===== src/design/sdf_pkg.sv =====
// Shared types and constants for the sliding-window duplicate filter.
`timescale 1ns / 1ps
package sdf_pkg;

  localparam int DIG_W = 64;                       // digest width
  localparam int LEN_W = 5;                        // window length register width
  localparam logic [LEN_W-1:0] LEN_RESET = 5'd10;  // window length after reset

  // Sequencer control of the shared compare unit
  typedef struct packed {
    logic clear;  // drop the hit flag for a new word
    logic en;     // read data is valid this cycle, compare it
  } cmp_ctl_t;

  // Per-word verdict from the sequencer
  typedef struct packed {
    logic fin;    // word done this cycle
    logic fwd;    // no match found
  } res_t;

endpackage


===== src/design/sliding_window_dedup_filter_unit.sv =====
// Top level of the sliding-window duplicate filter.
`timescale 1ns / 1ps
// Checks each 64-bit digest against the most recently forwarded digests (up to
// the programmed window length, capped at WINDOW_DEPTH) and reports forward=1
// for a new digest, forward=0 for a duplicate; new digests are appended to the
// ring, overwriting the oldest once it is full. A word is taken when start is
// high and busy is low. One compare unit walks the filled entries of the store
// RAM one per cycle, and busy stays high until the verdict is decided. The
// verdict is shown on out_forward/out_digest_out, with out_valid high for one
// cycle, in the same cycle as busy drops; the receiver cannot stall it. Writing
// cfg_wdata (only while idle) sets the window length (0 acts as 1) and empties
// the ring.
module sliding_window_dedup_filter_unit
  import sdf_pkg::*;
#(
  parameter int WINDOW_DEPTH = 16
) (
  input  logic             clk,
  input  logic             rst_n,
  input  logic             start,
  output logic             busy,
  input  logic [DIG_W-1:0] in_digest,
  output logic             out_valid,
  output logic             out_forward,
  output logic [DIG_W-1:0] out_digest_out,
  input  logic             cfg_we,
  input  logic [LEN_W-1:0] cfg_wdata
);

  localparam int AW = (WINDOW_DEPTH > 1) ? $clog2(WINDOW_DEPTH) : 1;

  logic [DIG_W-1:0] digest_r;
  logic             out_valid_r;
  logic             out_forward_r;
  logic [DIG_W-1:0] out_digest_r;

  cmp_ctl_t         cmp_ctl;
  res_t             res;
  logic             hit;
  logic             rd_en;
  logic [AW-1:0]    rd_addr;
  logic             wr_en;
  logic [AW-1:0]    wr_addr;
  logic [DIG_W-1:0] rd_data;
  logic             accept;

  assign accept = start && !busy;

  sdf_seq #(
    .WINDOW_DEPTH(WINDOW_DEPTH)
  ) u_seq (
    .clk      (clk),
    .rst_n    (rst_n),
    .start    (start),
    .cfg_we   (cfg_we),
    .cfg_wdata(cfg_wdata),
    .hit      (hit),
    .busy     (busy),
    .cmp_ctl  (cmp_ctl),
    .rd_en    (rd_en),
    .rd_addr  (rd_addr),
    .wr_en    (wr_en),
    .wr_addr  (wr_addr),
    .res      (res)
  );

  sdf_cmp u_cmp (
    .clk    (clk),
    .rst_n  (rst_n),
    .ctl    (cmp_ctl),
    .key    (digest_r),
    .rd_data(rd_data),
    .hit    (hit)
  );

  sdf_ram #(
    .WIDTH(DIG_W),
    .DEPTH(WINDOW_DEPTH)
  ) u_store (
    .clk  (clk),
    .we   (wr_en),
    .waddr(wr_addr),
    .wdata(digest_r),
    .re   (rd_en),
    .raddr(rd_addr),
    .rdata(rd_data)
  );

  always_ff @(posedge clk) begin
    if (accept) begin
      digest_r <= in_digest;
    end
    if (res.fin) begin
      out_forward_r <= res.fwd;
      out_digest_r  <= digest_r;
    end
  end

  always_ff @(posedge clk) begin
    if (!rst_n) begin
      out_valid_r <= 1'b0;
    end else begin
      out_valid_r <= res.fin;
    end
  end

  assign out_valid      = out_valid_r;
  assign out_forward    = out_forward_r;
  assign out_digest_out = out_digest_r;

  // a verdict only follows a cycle of work
  a_valid_after_busy: assert property (@(posedge clk) disable iff (!rst_n)
    out_valid |-> $past(busy))
    else $error("result word without a preceding busy cycle");

  // an accepted word always raises busy
  a_accept_busy: assert property (@(posedge clk) disable iff (!rst_n)
    (start && !busy) |=> busy)
    else $error("accepted word did not raise busy");

  // the ring is only appended for a forwarded word
  a_write_fwd: assert property (@(posedge clk) disable iff (!rst_n)
    wr_en |=> (out_valid && out_forward))
    else $error("store written without a forward verdict");

endmodule


===== src/design/sdf_ram.sv =====
// Generic single-write, single-read RAM with registered read data.
`timescale 1ns / 1ps
module sdf_ram #(
  parameter int WIDTH = 64,
  parameter int DEPTH = 16,
  localparam int AW = (DEPTH > 1) ? $clog2(DEPTH) : 1
) (
  input  logic             clk,
  input  logic             we,
  input  logic [AW-1:0]    waddr,
  input  logic [WIDTH-1:0] wdata,
  input  logic             re,
  input  logic [AW-1:0]    raddr,
  output logic [WIDTH-1:0] rdata
);

  logic [WIDTH-1:0] mem [DEPTH];
  logic [WIDTH-1:0] rdata_r;

  always_ff @(posedge clk) begin
    if (we) begin
      mem[waddr] <= wdata;
    end
    if (re) begin
      rdata_r <= mem[raddr];
    end
  end

  assign rdata = rdata_r;

endmodule


===== src/design/sdf_cmp.sv =====
// Shared 64-bit equality unit with a sticky hit flag.
`timescale 1ns / 1ps
module sdf_cmp
  import sdf_pkg::*;
(
  input  logic             clk,
  input  logic             rst_n,
  input  cmp_ctl_t         ctl,
  input  logic [DIG_W-1:0] key,
  input  logic [DIG_W-1:0] rd_data,
  output logic             hit
);

  logic hit_r;
  logic hit_nxt;

  always_comb begin
    hit_nxt = hit_r;
    if (ctl.clear) begin
      hit_nxt = 1'b0;
    end else if (ctl.en && (rd_data == key)) begin
      hit_nxt = 1'b1;
    end
  end

  always_ff @(posedge clk) begin
    if (!rst_n) begin
      hit_r <= 1'b0;
    end else begin
      hit_r <= hit_nxt;
    end
  end

  assign hit = hit_r;

endmodule


===== src/design/sdf_seq.sv =====
// Scan sequencer: walks the filled ring entries, then decides and appends a new digest.
`timescale 1ns / 1ps
module sdf_seq
  import sdf_pkg::*;
#(
  parameter int WINDOW_DEPTH = 16,
  localparam int AW = (WINDOW_DEPTH > 1) ? $clog2(WINDOW_DEPTH) : 1
) (
  input  logic             clk,
  input  logic             rst_n,
  input  logic             start,
  input  logic             cfg_we,
  input  logic [LEN_W-1:0] cfg_wdata,
  input  logic             hit,
  output logic             busy,
  output cmp_ctl_t         cmp_ctl,
  output logic             rd_en,
  output logic [AW-1:0]    rd_addr,
  output logic             wr_en,
  output logic [AW-1:0]    wr_addr,
  output res_t             res
);

  localparam logic [LEN_W-1:0] DEPTH_CAP =
    (WINDOW_DEPTH > 31) ? LEN_W'(31) : LEN_W'(WINDOW_DEPTH);

  typedef enum logic [1:0] {
    ST_IDLE = 2'b01,
    ST_SCAN = 2'b10
  } state_t;

  state_t           state_r, state_nxt;
  logic [LEN_W-1:0] idx_r, idx_nxt;
  logic             pend_r, pend_nxt;
  logic [LEN_W-1:0] fill_r, fill_nxt;
  logic [LEN_W-1:0] slot_r, slot_nxt;
  logic [LEN_W-1:0] len_r, len_nxt;

  logic [LEN_W-1:0] eff_len;
  logic [LEN_W-1:0] ws;
  logic [LEN_W:0]   ws_inc;
  logic             issue;

  always_comb begin
    eff_len = len_r;
    if (len_r == '0) begin
      eff_len = LEN_W'(1);
    end else if (len_r > DEPTH_CAP) begin
      eff_len = DEPTH_CAP;
    end
    ws     = (slot_r >= eff_len) ? '0 : slot_r;
    ws_inc = {1'b0, ws} + (LEN_W+1)'(1);
  end

  assign issue = (idx_r < fill_r);

  always_comb begin
    state_nxt = state_r;
    idx_nxt   = idx_r;
    pend_nxt  = pend_r;
    fill_nxt  = fill_r;
    slot_nxt  = slot_r;
    len_nxt   = len_r;
    cmp_ctl   = '0;
    rd_en     = 1'b0;
    wr_en     = 1'b0;
    res       = '0;

    case (state_r)
      ST_IDLE: begin
        if (start) begin
          state_nxt     = ST_SCAN;
          idx_nxt       = '0;
          pend_nxt      = 1'b0;
          cmp_ctl.clear = 1'b1;
        end
      end
      ST_SCAN: begin
        // read of entry idx issues now, its compare lands next cycle
        cmp_ctl.en = pend_r;
        rd_en      = issue;
        pend_nxt   = issue;
        if (issue) begin
          idx_nxt = idx_r + LEN_W'(1);
        end
        if (!issue && !pend_r) begin
          res.fin   = 1'b1;
          res.fwd   = !hit;
          state_nxt = ST_IDLE;
          if (!hit) begin
            wr_en    = 1'b1;
            slot_nxt = (ws_inc >= {1'b0, eff_len}) ? '0 : ws_inc[LEN_W-1:0];
            if (fill_r < eff_len) begin
              fill_nxt = fill_r + LEN_W'(1);
            end
          end
        end
      end
      default: begin
        state_nxt = ST_IDLE;
      end
    endcase

    // new geometry empties the ring
    if (cfg_we) begin
      len_nxt  = cfg_wdata;
      fill_nxt = '0;
      slot_nxt = '0;
    end
  end

  always_ff @(posedge clk) begin
    if (!rst_n) begin
      state_r <= ST_IDLE;
      idx_r   <= '0;
      pend_r  <= 1'b0;
      fill_r  <= '0;
      slot_r  <= '0;
      len_r   <= LEN_RESET;
    end else begin
      state_r <= state_nxt;
      idx_r   <= idx_nxt;
      pend_r  <= pend_nxt;
      fill_r  <= fill_nxt;
      slot_r  <= slot_nxt;
      len_r   <= len_nxt;
    end
  end

  assign busy    = (state_r != ST_IDLE);
  assign rd_addr = AW'(idx_r);
  assign wr_addr = AW'(ws);

endmodule

===== config.mk =====
export PLATFORM = sky130hd
export DESIGN_NAME = sliding_window_dedup_filter_unit
export DESIGN_NICKNAME = d
export VERILOG_FILES = /design/src/design/sdf_pkg.sv /design/src/design/sliding_window_dedup_filter_unit.sv /design/src/design/sdf_ram.sv /design/src/design/sdf_cmp.sv /design/src/design/sdf_seq.sv
export SDC_FILE = /design/constraint.sdc
export NUM_CORES = 1
export LEC_CHECK = 0
export BUFFER_PORTS_ARGS = -buffer_cell sky130_fd_sc_hd__buf_2
export CORE_ASPECT_RATIO = 1.2
export CORE_MARGIN = 10
export CORE_UTILIZATION = 44
export CTS_CLUSTER_DIAMETER = 150
export CTS_CLUSTER_SIZE = 40
export DETAILED_ROUTE_END_ITERATION = 8
export PLACE_DENSITY = 0.7
export SYNTH_ARGS = -nofsm -noshare
export SYNTH_HDL_FRONTEND = slang
export SYNTH_SLANG_ARGS = --single-unit

===== constraint.sdc =====
create_clock -name clk -period 11.9 [get_ports clk]
set_input_delay 0.595 -clock clk [delete_from_list [all_inputs] [get_ports clk]]
set_output_delay 0.595 -clock clk [all_outputs]
set_load 0.02 [all_outputs]

=== Word-level counts from Yosys, hierarchy flattened ===
Memory sizes are Yosys's and may differ from the RTL's. A register that Yosys moved wholly into a read port is not among the register bits.
Index checks and enable logic that the tools add are counted.

* Flip-flop bits (word level): 154
* RAM bits: 1024
* Bits of input ports: 73
* Output and inout port bits: 67
* Word-level logic and storage cells: 69
* Memories kept: 1

* $add $sub $neg: 3
* Order comparisons: 5
* Equal/unequal tests: 7
* Muxes and demuxes: 23
* Bitwise gates (word level): 2
* Reductions and logical operators: 17

{| class="wikitable"
|+ Memories
! memory !! depth !! width !! rd ports !! clocked after memory_dff !! write ports !! line !! RTL
|-
| u_store.mem || 16 || 64 || 1 || 1 || 1 || sdf_ram.sv:17 || <nowiki>logic [WIDTH-1:0] mem [DEPTH];</nowiki>
|}

{| class="wikitable"
|+ Operators by type and width
! operator !! number
|-
| $eq A64 B64 Y1 || 1
|-
| $mux W5 || 6
|-
| $add A5 B1 Y5 const B || 2
|-
| $lt A5 B5 Y1 || 2
|-
| $mux W1 || 10
|-
| $pmux W5 S2 || 1
|-
| $mux W2 || 4
|-
| $add A5 B1 Y6 const B || 1
|-
| $ge A6 B5 Y1 || 1
|-
| $ne A2 B1 Y1 const B || 3
|-
| $reduce_and A2 Y1 || 3
|-
| $reduce_and A3 Y1 || 2
|-
| $ge A5 B5 Y1 || 1
|-
| $gt A5 B5 Y1 const B || 1
|-
| $logic_not A5 Y1 || 1
|-
| $logic_not A1 Y1 || 4
|-
| $pmux W2 S2 || 1
|-
| $reduce_and A4 Y1 || 1
|-
| $reduce_or A2 Y1 || 2
|-
| $logic_and A1 B1 Y1 || 3
|-
| $eq A2 B1 Y1 const B || 1
|-
| $eq A2 B2 Y1 const B || 1
|-
| $ne A2 B2 Y1 const B || 1
|-
| $not A1 Y1 || 2
|-
| 2 further kinds || 2
|}

=== Logic depth before layout (Yosys ltp) ===
Gate-level depths: netlist of run 1.

* Word-level depth: 8
* Gate-level depth with buffers: 20

=== Cells and area by module ===
From an unflattened synthesis of run 1, not the netlist that was laid out.

* Cell total of the unflattened synthesis: 2095
* Area, all modules: 46599.7 µm²

{| class="wikitable"
|+ Modules (own cells, without submodules)
! module !! times used !! cells an instance !! area an instance (µm²) !! seq. area each (µm²)
|-
| sdf_ram || 1 || 1647 || 40222.3 || 32671.3
|-
| sliding_window_dedup_filter_unit || 1 || 132 || 3913.8 || 3893.7
|-
| sdf_seq || 1 || 194 || 1606.5 || 460.4
|-
| sdf_cmp || 1 || 122 || 857.1 || 20.0
|}

=== Worst setup path before layout of run 1 ===
No wires, ideal clock.

* Kind: register to register
* Start: register u_seq.fill_r[2]
* End: register out_digest_r[0], in the netlist out_digest_out[0] (enable)
* Setup time: 0.488 ns
* Data arrival time: 3.908 ns
* Required time: 11.412 ns
* Setup slack: 7.504 ns
* Stages on the path, launching flop included: 8
* Cell sequence: dfxtp_1 inv_1 ha_1 nand2_1 o21ai_2 a21oi_1 buf_2 nor2_1

{| class="wikitable"
|+ RTL lines
! what !! line !! RTL
|-
| start: declaration || sdf_seq.sv:35 || <nowiki>logic [LEN_W-1:0] fill_r, fill_nxt;</nowiki>
|-
| start signal: assignment || sdf_seq.sv:124 || <nowiki>fill_r <= fill_nxt;</nowiki>
|-
| end signal: assignment || sliding_window_dedup_filter_unit.sv:95 || <nowiki>out_digest_r <= digest_r;</nowiki>
|-
| end: declaration || sliding_window_dedup_filter_unit.sv:35 || <nowiki>logic [DIG_W-1:0] out_digest_r;</nowiki>
|}

=== Final worst setup path of run 1 ===
* Start: register u_seq.idx_r[0]
* End: register u_store.rdata_r[29], in the netlist u_store.rdata[29], read port of u_store.mem (data pin)

* Longest elaborated chain between the ends: 2

{| class="wikitable"
|+ RTL lines
! what !! line !! RTL
|-
| start: declaration || sdf_seq.sv:33 || <nowiki>logic [LEN_W-1:0] idx_r, idx_nxt;</nowiki>
|-
| start signal: assignment || sdf_seq.sv:122 || <nowiki>idx_r <= idx_nxt;</nowiki>
|-
| $lt A5 B5 Y1 || sdf_seq.sv:55 || <nowiki>assign issue = (idx_r < fill_r);</nowiki>
|-
| $mux W1 || sdf_seq.sv:69 || <nowiki>case (state_r)</nowiki>
|-
| end: declaration || sdf_ram.sv:18 || <nowiki>logic [WIDTH-1:0] rdata_r;</nowiki>
|}

Several ways; a longest one is shown, not always the timed one.
A chain may end at the register's enable or synchronous reset.

==> results of run 1 <==
-- state kept, by name, indices dropped and copies added, names as in the netlist --
register / flops
out_forward: 1
out_digest_out: 64
u_seq.idx_r: 5
u_seq.pend_r: 1
u_store.rdata: 64
u_seq.fill_r: 5
u_cmp.hit: 1
u_seq.state_r: 2
u_store.mem: 1024
u_seq.slot_r: 5
digest_r: 64
out_valid: 1
u_seq.len_r: 5
-- critical path: cells and delay by family, from the launching register on --
| family | cells | cell delay [ns] |
|---|---|---|
| flip-flops | 1 | 0.59 |
| buffers and inverters | 3 | 2.71 |
| multiplexers | 2 | 1.09 |
-- per-stage QoR --
step	instances	hold slack, ns	util (%)	area, um2	setup slack, ns
3_5_place_dp	3398	0.5107	46.73	49020	6.952
5_1_grt	3446	0.07296	47.72	50070	6.598
3_3_place_gp	3398	0.4922	46.73	49020	7.048
2_1_floorplan	1913	0.4355	-	46640	7.504
4_1_cts	3446	0.07467	47.72	50070	6.933
6_report	3446	0.1118	47.72	50070	7.117
-- cells by family after synthesis --
kind of cell,Yosys count
AOI/OAI and AO/OA,41
xor gates and xnor gates,71
adders and majority gates,24
buffers and inverters,94
DFF,1242
muxes,327
and+or+nand+nor,114
-- layout make-up --
class	count	area [um2]
fillers	8307	54850
flip-flops and latches	1242	37060
multi-input cells	577	9183
well taps	1386	1734
clock buffers	45	998.5
repair buffers	177	980.9
inverters	16	63.81
clock inverters	3	46.29
-- layer usage --
| layer | GRT usage (%) | wire length, um |
|---|---|---|
| met4 | 3.160 | 1535 |
| met1 | 22.36 | 40440 |
| met3 | 2.448 | 6164 |
| met5 | 0 | 41 |
| met2 | 27.88 | 50250 |
-- power groups by stage --
stage	Combinational (mW)	Sequential, mW	Clock [mW]
after floorplan	0.0371	4.97	0
after global placement	0.0882	4.99	0
after detailed placement	0.0902	5.00	0
after CTS	0.0907	4.90	1.87
after global routing	0.0963	4.91	1.99
final	0.0888	4.90	1.81
-- layout by cell type, fill, tap and decap left out, types with 15 or more instances in the layout --
master | synthesis | final
nand2_1 | 15 | 15
nor2_1 | 23 | 22
clkbuf_16 | 0 | 39
buf_2 | 8 | 139
xor2_1 | 15 | 15
edfxtp_1 | 1217 | 1217
nand4_1 | 15 | 15
ha_1 | 24 | 24
dfxtp_1 | 25 | 21
xnor2_1 | 56 | 56
buf_4 | 21 | 38
mux4_2 | 320 | 320
-- path summary, 6_finish.rpt --
path                                    start  slack [ns]                           to
setup / recovery  u_seq.idx_r[0]$_SDFFE_PN0P_        7.12  u_store.rdata[29]$_DFFE_PP_
hold / removal                  in_digest[50]        0.11       digest_r[50]$_DFFE_PP_
setup reg to reg  u_seq.idx_r[0]$_SDFFE_PN0P_        7.12  u_store.rdata[29]$_DFFE_PP_
hold reg to reg   u_seq.idx_r[4]$_SDFFE_PN0P_        0.54  u_seq.idx_r[4]$_SDFFE_PN0P_
==> out/summary.log, run 1 <==
[pwr] P_leak 14.79 nW
[die] CORE AREA 0.1049 mm2
[die] initial standard-cell utilization of the core 44.46%
[critical_path] Worst R2R Path Depth 5
[grt] gr usage total 16.35%
[pwr] Peak VDD IR 0.1076 mV
[job] count of max-cap constraint violations 0
[logic_synthesis] dominant combinational cell family by area after synthesis multiplexers
[status] run status complete, no violations
[cts] post-CTS repair timing setup buffer count 0
[cts] Clock H-tree levels 2
[grt] residual overflow from global routing 0
[cts] buffer type at the clock tree root clkbuf_16
[timing] worst relative slew slack 18.31%
[pwr] Final Total Pwr 6.803 mW
[detailed_routing] Vias per Instance 5.834
[critical_path] CP Launch Type flop
[logic_synthesis] Compound-Gate Fraction of Synth Area 0.6197%
[timing] clock period minus worst slack 4.783 ns
[logic_synthesis] net count of the mapped netlist 2010
[logic_synthesis] synthesized-area fraction occupied by xor and xnor cells 1.333%
[worst_hold_path] kind of path behind the tightest hold check primary input to flop
[timing] worst slew pin tran 1.225 ns
[grt] pin count of the biggest net entering global routing 80
[cts] Hold-fix buffers, CTS 0
[die] cell row count 130
[critical_path] cell occurring most often along the worst timing path buf_4
[logic_synthesis] most used standard cell by instance count after synthesis edfxtp_1
[logic_synthesis] synthesized area divided by synthesized cell count 24.38 um2
[die] Die X-Extent 317.2 um
[logic_synthesis] synthesized-area fraction occupied by adder cells 0.6438%
[logic_synthesis] most area-consuming cells after synthesis edfxtp_1, mux4_2, dfxtp_1
[logic_synthesis] largest area contributor in the synthesized netlist edfxtp_1
[detailed_routing] Pre-antenna DRT Iters 5
[final_layout] post-layout net count 2148
[cts] clk sinks 1242
[critical_path] slowest cell delay on critical path 0.97 ns
[place] half-perimeter wire length of the detailed placement result 53.24 mm
[pwr] fraction of power consumed by sequential logic 72.0%
[timing] final cycle utilization of the critical path 40.19%
[pwr] internal power 5.476 mW
[final_layout] antenna cell count 0
[timing] setup repair after global routing missed its margin false
[place] count of port buffers added during placement 139
[grt] initial antenna violation count 4
[grt] number of global-route vias before repair 20952
[logic_synthesis] Syn Std Cell Area 0.04664 mm2
[pwr] Clock power frac 26.7%
[cts] TritonCTS Buffers 37
[logic_synthesis] #FFs+latches synth 1242
[logic_synthesis] mux cell area share after synthesis 15.60%
[logic_synthesis] top flip-flop cell by instance count after synthesis edfxtp_1
[cts] Gates resized, CTS repair 0
[pwr] Comb pwr share 1.3%
[critical_path] largest fanout on the critical path 54
[critical_path] crit path DAT 5.18 ns
[timing] Fmax 209.1 MHz
[pwr] power density normalized to cell area 135.9 mW/mm2
[cts] clock latency reported for the late side of the worst-skew pair 0.64 ns
[logic_synthesis] number of different library cells in the post-synthesis netlist 48
[critical_path] CP cell instances buf_4 > buf_4 > buf_4 > mux4_2 > mux4_2
[critical_path] slowest stage cell on the critical path buf_4
[timing] final hold violation count 0
[detailed_routing] count of antenna-violating nets left after detailed routing 0
[timing] final sum of negative setup slack 0 ns
[pwr] Sw Share 19.50%
[detailed_routing] initial DRC count 2290
[logic_synthesis] share of synthesized area occupied by flip-flops and latches 79.43%
[pwr] reported net switching power 1.327 mW
[die] top-level port count 140
[detailed_routing] drt wl/cell 28.56 um
[die] Die ar. 0.1195 mm2
[critical_path] required time of the worst setup path 12.30 ns
[logic_synthesis] number of warnings reported in the yosys synthesis log 0
[timing] worst-case clock skew 0.04217 ns
[critical_path] kind of end point of the critical path flop
[logic_synthesis] Synth Area in Simple Gates 1.344%
[grt] first-pass GRT wire length 144.0 mm
[place] routability-driven placement congestion ratio 0.7570
[cts] Max Buffers Root-to-Sink 3
[logic_synthesis] Synth top cells by count edfxtp_1, mux4_2, xnor2_1, clkbuf_1, dfxtp_1
[worst_hold_path] worst hold path stage count 1
[cts] clk slew on worst S/H paths 0.14 ns
[detailed_routing] DRC violation count after routing 0
[logic_synthesis] synthesized netlist cell count 1913
[critical_path] category of the most critical setup path flop to flop
[final_layout] layout-stage area growth over the synthesis result 7.348%
[logic_synthesis] fraction of registers with async set or reset after synthesis 0%
[final_layout] fraction of final layout cells sized beyond drive strength 1 27.67%
[timing] total count of max-transition violations in the final report 0
[die] Vert. Die Dim 376.7 um
[timing] final setup vio count 0
[logic_synthesis] top-area cell type share of the netlist area 78.36%
[detailed_routing] Total Routed Length 98.43 mm
[logic_synthesis] Post-synth EDFFs 1217
[cts] clock tree from TritonCTS done
[detailed_routing] via total after detailed routing 20105
Note: power is estimated with default switching activity, not from simulation.
==> run 2: changes to the inputs <==
--- a/config.mk
+++ b/config.mk
@@ -5,6 +5,7 @@
 export SDC_FILE = /design/constraint.sdc
 export NUM_CORES = 1
 export LEC_CHECK = 0
+export ABC_AREA = 1
 export BUFFER_PORTS_ARGS = -buffer_cell sky130_fd_sc_hd__buf_2
 export CORE_ASPECT_RATIO = 1.2
 export CORE_MARGIN = 10
@@ -12,7 +13,7 @@
 export CTS_CLUSTER_DIAMETER = 150
 export CTS_CLUSTER_SIZE = 40
 export DETAILED_ROUTE_END_ITERATION = 8
-export PLACE_DENSITY = 0.7
+export PLACE_DENSITY = 0.72
 export SYNTH_ARGS = -nofsm -noshare
 export SYNTH_HDL_FRONTEND = slang
 export SYNTH_SLANG_ARGS = --single-unit
==> constraint.sdc (replaced) <==
create_clock -name clk -period 4.3 [get_ports clk]
set_input_delay 0.215 -clock clk [delete_from_list [all_inputs] [get_ports clk]]
set_output_delay 0.215 -clock clk [all_outputs]
set_load 0.02 [all_outputs]
==> run 2 against run 1 <==
  * First-iteration DRC count up 29%
  * Clock skew down 0.015 ns
  * Non-clock buffer count up 106
  * Clock power rose to 2.8 times the previous value
  * Sequential power rose to 2.8 times the previous value
  * Power rose to 2.9 times the previous value
  * Critical path depth up 10
  * Register-to-register slack worse by 6.6 ns
  * Critical path type unchanged
==> out/summary.log, run 2 <==
[status] run status complete, no violations
[worst_hold_path] worst hold path stage count 4
[timing] final hold violation count 0
[cts] Gates resized, CTS repair 0
[logic_synthesis] Post-synth EDFFs 1217
[logic_synthesis] top-area cell type share of the netlist area 76.10%
[logic_synthesis] #FFs+latches synth 1242
[grt] pin count of the biggest net entering global routing 244
[detailed_routing] Vias per Instance 5.702
[timing] clock period minus worst slack 3.803 ns
[detailed_routing] count of antenna-violating nets left after detailed routing 0
[cts] Max Buffers Root-to-Sink 3
[cts] clock tree from TritonCTS done
[logic_synthesis] Synth top cells by count edfxtp_1, nor2_1, o21ai_0, nand2_1, o32ai_1
[logic_synthesis] Syn Std Cell Area 0.04802 mm2
[logic_synthesis] number of different library cells in the post-synthesis netlist 36
[detailed_routing] via total after detailed routing 27300
[critical_path] CP Launch Type flop
[logic_synthesis] most used standard cell by instance count after synthesis edfxtp_1
[final_layout] sequential cell area in the final layout 0.03706 mm2
[die] CORE AREA 0.1082 mm2
[final_layout] Top reg by flops u_store.mem
[die] Die ar. 0.1228 mm2
[timing] final setup vio count 0
[logic_synthesis] net count of the mapped netlist 3337
[die] Die X-Extent 321.6 um
[place] routability-driven placement congestion ratio 0.7975
[place] placement-stage cell area 0.05028 mm2
[final_layout] fill cell instance count of the final layout 8954
[logic_synthesis] synthesized netlist cell count 3240
[die] Vert. Die Dim 381.9 um
[pwr] P_leak 16.28 nW
[place] worst setup timing slack at the placement stage 0.5075 ns
[die] initial standard-cell utilization of the core 44.39%
[final_layout] area of the multi-input gates 0.009839 mm2
[die] top-level port count 140
[grt] number of global-route vias before repair 26847
[final_layout] utilization after layout 48.18%
[timing] total count of max-transition violations in the final report 0
[critical_path] Worst R2R Path Depth 15
[cts] Clock H-tree levels 2
[grt] gr usage total 16.80%
[timing] worst-case clock skew 0.02753 ns
[place] half-perimeter wire length of the detailed placement result 57.00 mm
[cts] clk sinks 1242
[logic_synthesis] fraction of registers with async set or reset after synthesis 0%
[critical_path] category of the most critical setup path flop to flop
[detailed_routing] DRC violation count after routing 0
[cts] clock latency reported for the late side of the worst-skew pair 0.66 ns
[critical_path] crit path DAT 4.13 ns
[timing] final cycle utilization of the critical path 88.45%
[logic_synthesis] top flip-flop cell by instance count after synthesis edfxtp_1
[detailed_routing] drt wl/cell 22.32 um
[final_layout] antenna cell count 0
[worst_hold_path] kind of path behind the tightest hold check primary input to flop
[timing] post-layout worst setup margin 0.4965 ns
[timing] setup repair after global routing missed its margin false
[job] count of max-cap constraint violations 0
[timing] worst slew pin tran 1.212 ns
[final_layout] layout-stage area growth over the synthesis result 8.531%
[detailed_routing] Total Routed Length 106.8 mm
[logic_synthesis] synthesized area divided by synthesized cell count 14.82 um2
[grt] initial antenna violation count 0
[pwr] fraction of power consumed by sequential logic 68.4%
[pwr] internal power 15.49 mW
[cts] TritonCTS Buffers 37
[place] count of port buffers added during placement 139
[logic_synthesis] most area-consuming cells after synthesis edfxtp_1, nor2_1, o32ai_1
[pwr] Sw Share 21.92%
[logic_synthesis] share of synthesized area occupied by flip-flops and latches 77.15%
[grt] residual overflow from global routing 0
[final_layout] commonest cells after routing, fill and taps aside edfxtp_1, nor2_1, o21ai_0
[timing] Fmax 262.9 MHz
[final_layout] fraction of final layout cells sized beyond drive strength 1 8.548%
[timing] worst relative slew slack 18.99%
[critical_path] required time of the worst setup path 4.63 ns
[final_layout] cell area after layout 0.05212 mm2
[detailed_routing] initial DRC count 2943
[pwr] Comb pwr share 6.1%
[logic_synthesis] largest area contributor in the synthesized netlist edfxtp_1
[final_layout] leading cell type in the layout, fill and taps excluded edfxtp_1
[pwr] Final Total Pwr 19.84 mW
[critical_path] largest fanout on the critical path 27
[pwr] power density normalized to cell area 380.7 mW/mm2
[pwr] Clock power frac 25.5%
[pwr] Peak VDD IR 0.2613 mV
[final_layout] number of flip-flops under the largest register name 1024
[die] cell row count 132
[grt] first-pass GRT wire length 161.7 mm
[cts] clk slew on worst S/H paths 0.15 ns
[logic_synthesis] number of warnings reported in the yosys synthesis log 0
[final_layout] post-layout net count 3464
[cts] buffer type at the clock tree root clkbuf_16
[detailed_routing] Pre-antenna DRT Iters 8
[critical_path] kind of end point of the critical path flop
[pwr] reported net switching power 4.349 mW
==> run 2: cell types whose count changed after synthesis, moves of 26 or more <==
cell	delta
nor2_1	+604
mux2i_1	+94
o221ai_1	+101
mux4_2	-320
nand3_1	+102
inv_1	+41
clkbuf_1	+81
o32ai_1	+156
o21ai_0	+262
buf_2	+26
o211ai_1	+28
nand2_1	+193
==> run 2: final cells by class <==
type | instances | share of cell area, %
Tap cell | 1407 | 3.378
Inverter | 58 | 0.4586
Clock buffer | 47 | 1.849
Sequential cell | 1242 | 71.10
Multi-Input combinational cell | 1745 | 18.88
Timing Repair Buffer | 283 | 4.173
Clock inverter | 6 | 0.1585
==> run 2: metrics by stage <==
stage	cells	hold slack [ns]	TNS [ns]
6_report	4788	0.1575	0
3_3_place_gp	4656	0.3911	0
4_1_cts	4788	0.1431	0
3_5_place_dp	4656	0.3931	0
2_1_floorplan	3240	0.3139	-291.37
5_1_grt	4788	0.2062	0
==> run 2: metal layers <==
| metal | wire (um) | global-route usage, % | share of wire (%) |
|---|---|---|---|
| met2 | 53030 | 28.77 | 50 |
| met3 | 6409 | 1.741 | 6.0 |
| met1 | 45150 | 22.75 | 42 |
| met4 | 2251 | 4.268 | 2.1 |
| met5 | 0 | 0 | 0 |
==> run 2: critical path, stage by stage (launching register included) <==
cell and delay (ns):
dfxtp_1 0.35, inv_1 0.17, nand2_1 0.15, ha_1 0.30, nand2_1 0.06, nor2_1 0.11
nand2_1 0.06, nand2_1 0.10, nor2_4 0.08, inv_1 0.05, nor2_1 0.07, inv_1 0.11
ha_1 0.16, nand2_1 0.22, nor2_4 0.96, buf_4 0.49
==> run 2: logic make-up (layout without fill, tap and decap cells) <==
kind of cell               Yosys count  after routing  synth area share [%]
and+or+nand+nor                    984            984                 8.226
AOI/OAI and AO/OA                  578            578                 8.202
buffers and inverters              253            394                 2.637
adders and majority gates           24             24                0.6253
DFF                               1242           1242                 77.15
muxes                              101            101                 2.105
xor gates and xnor gates            58             58                 1.058
==> run 2: what timing repair did <==
item,in CTS,in global routing
setup buffers,0,0
hold endpoints to repair,83,0
hold buffers,79,0
==> run 2: final timing paths <==
path | endpoint | slack, ns | from
hold reg to reg | u_seq.idx_r[4]$_SDFFE_PN0P_ | 0.49 | u_seq.idx_r[4]$_SDFFE_PN0P_
hold / removal | u_cmp.hit$_SDFFE_PP0P_ | 0.16 | start
setup / recovery | u_store.mem[0][48]$_DFFE_PP_ | 0.50 | u_seq.len_r[4]$_SDFFE_PN0P_
setup reg to reg | u_store.mem[0][48]$_DFFE_PP_ | 0.50 | u_seq.len_r[4]$_SDFFE_PN0P_
==> run 2: power groups by stage <==
stage	Sequential (mW)	Combinational, mW	Clock, mW
after floorplan	13.8	0.838	0
after global placement	13.8	1.14	0
after detailed placement	13.9	1.16	0
after CTS	13.6	1.23	5.16
after global routing	13.6	1.35	5.53
final	13.6	1.22	5.05
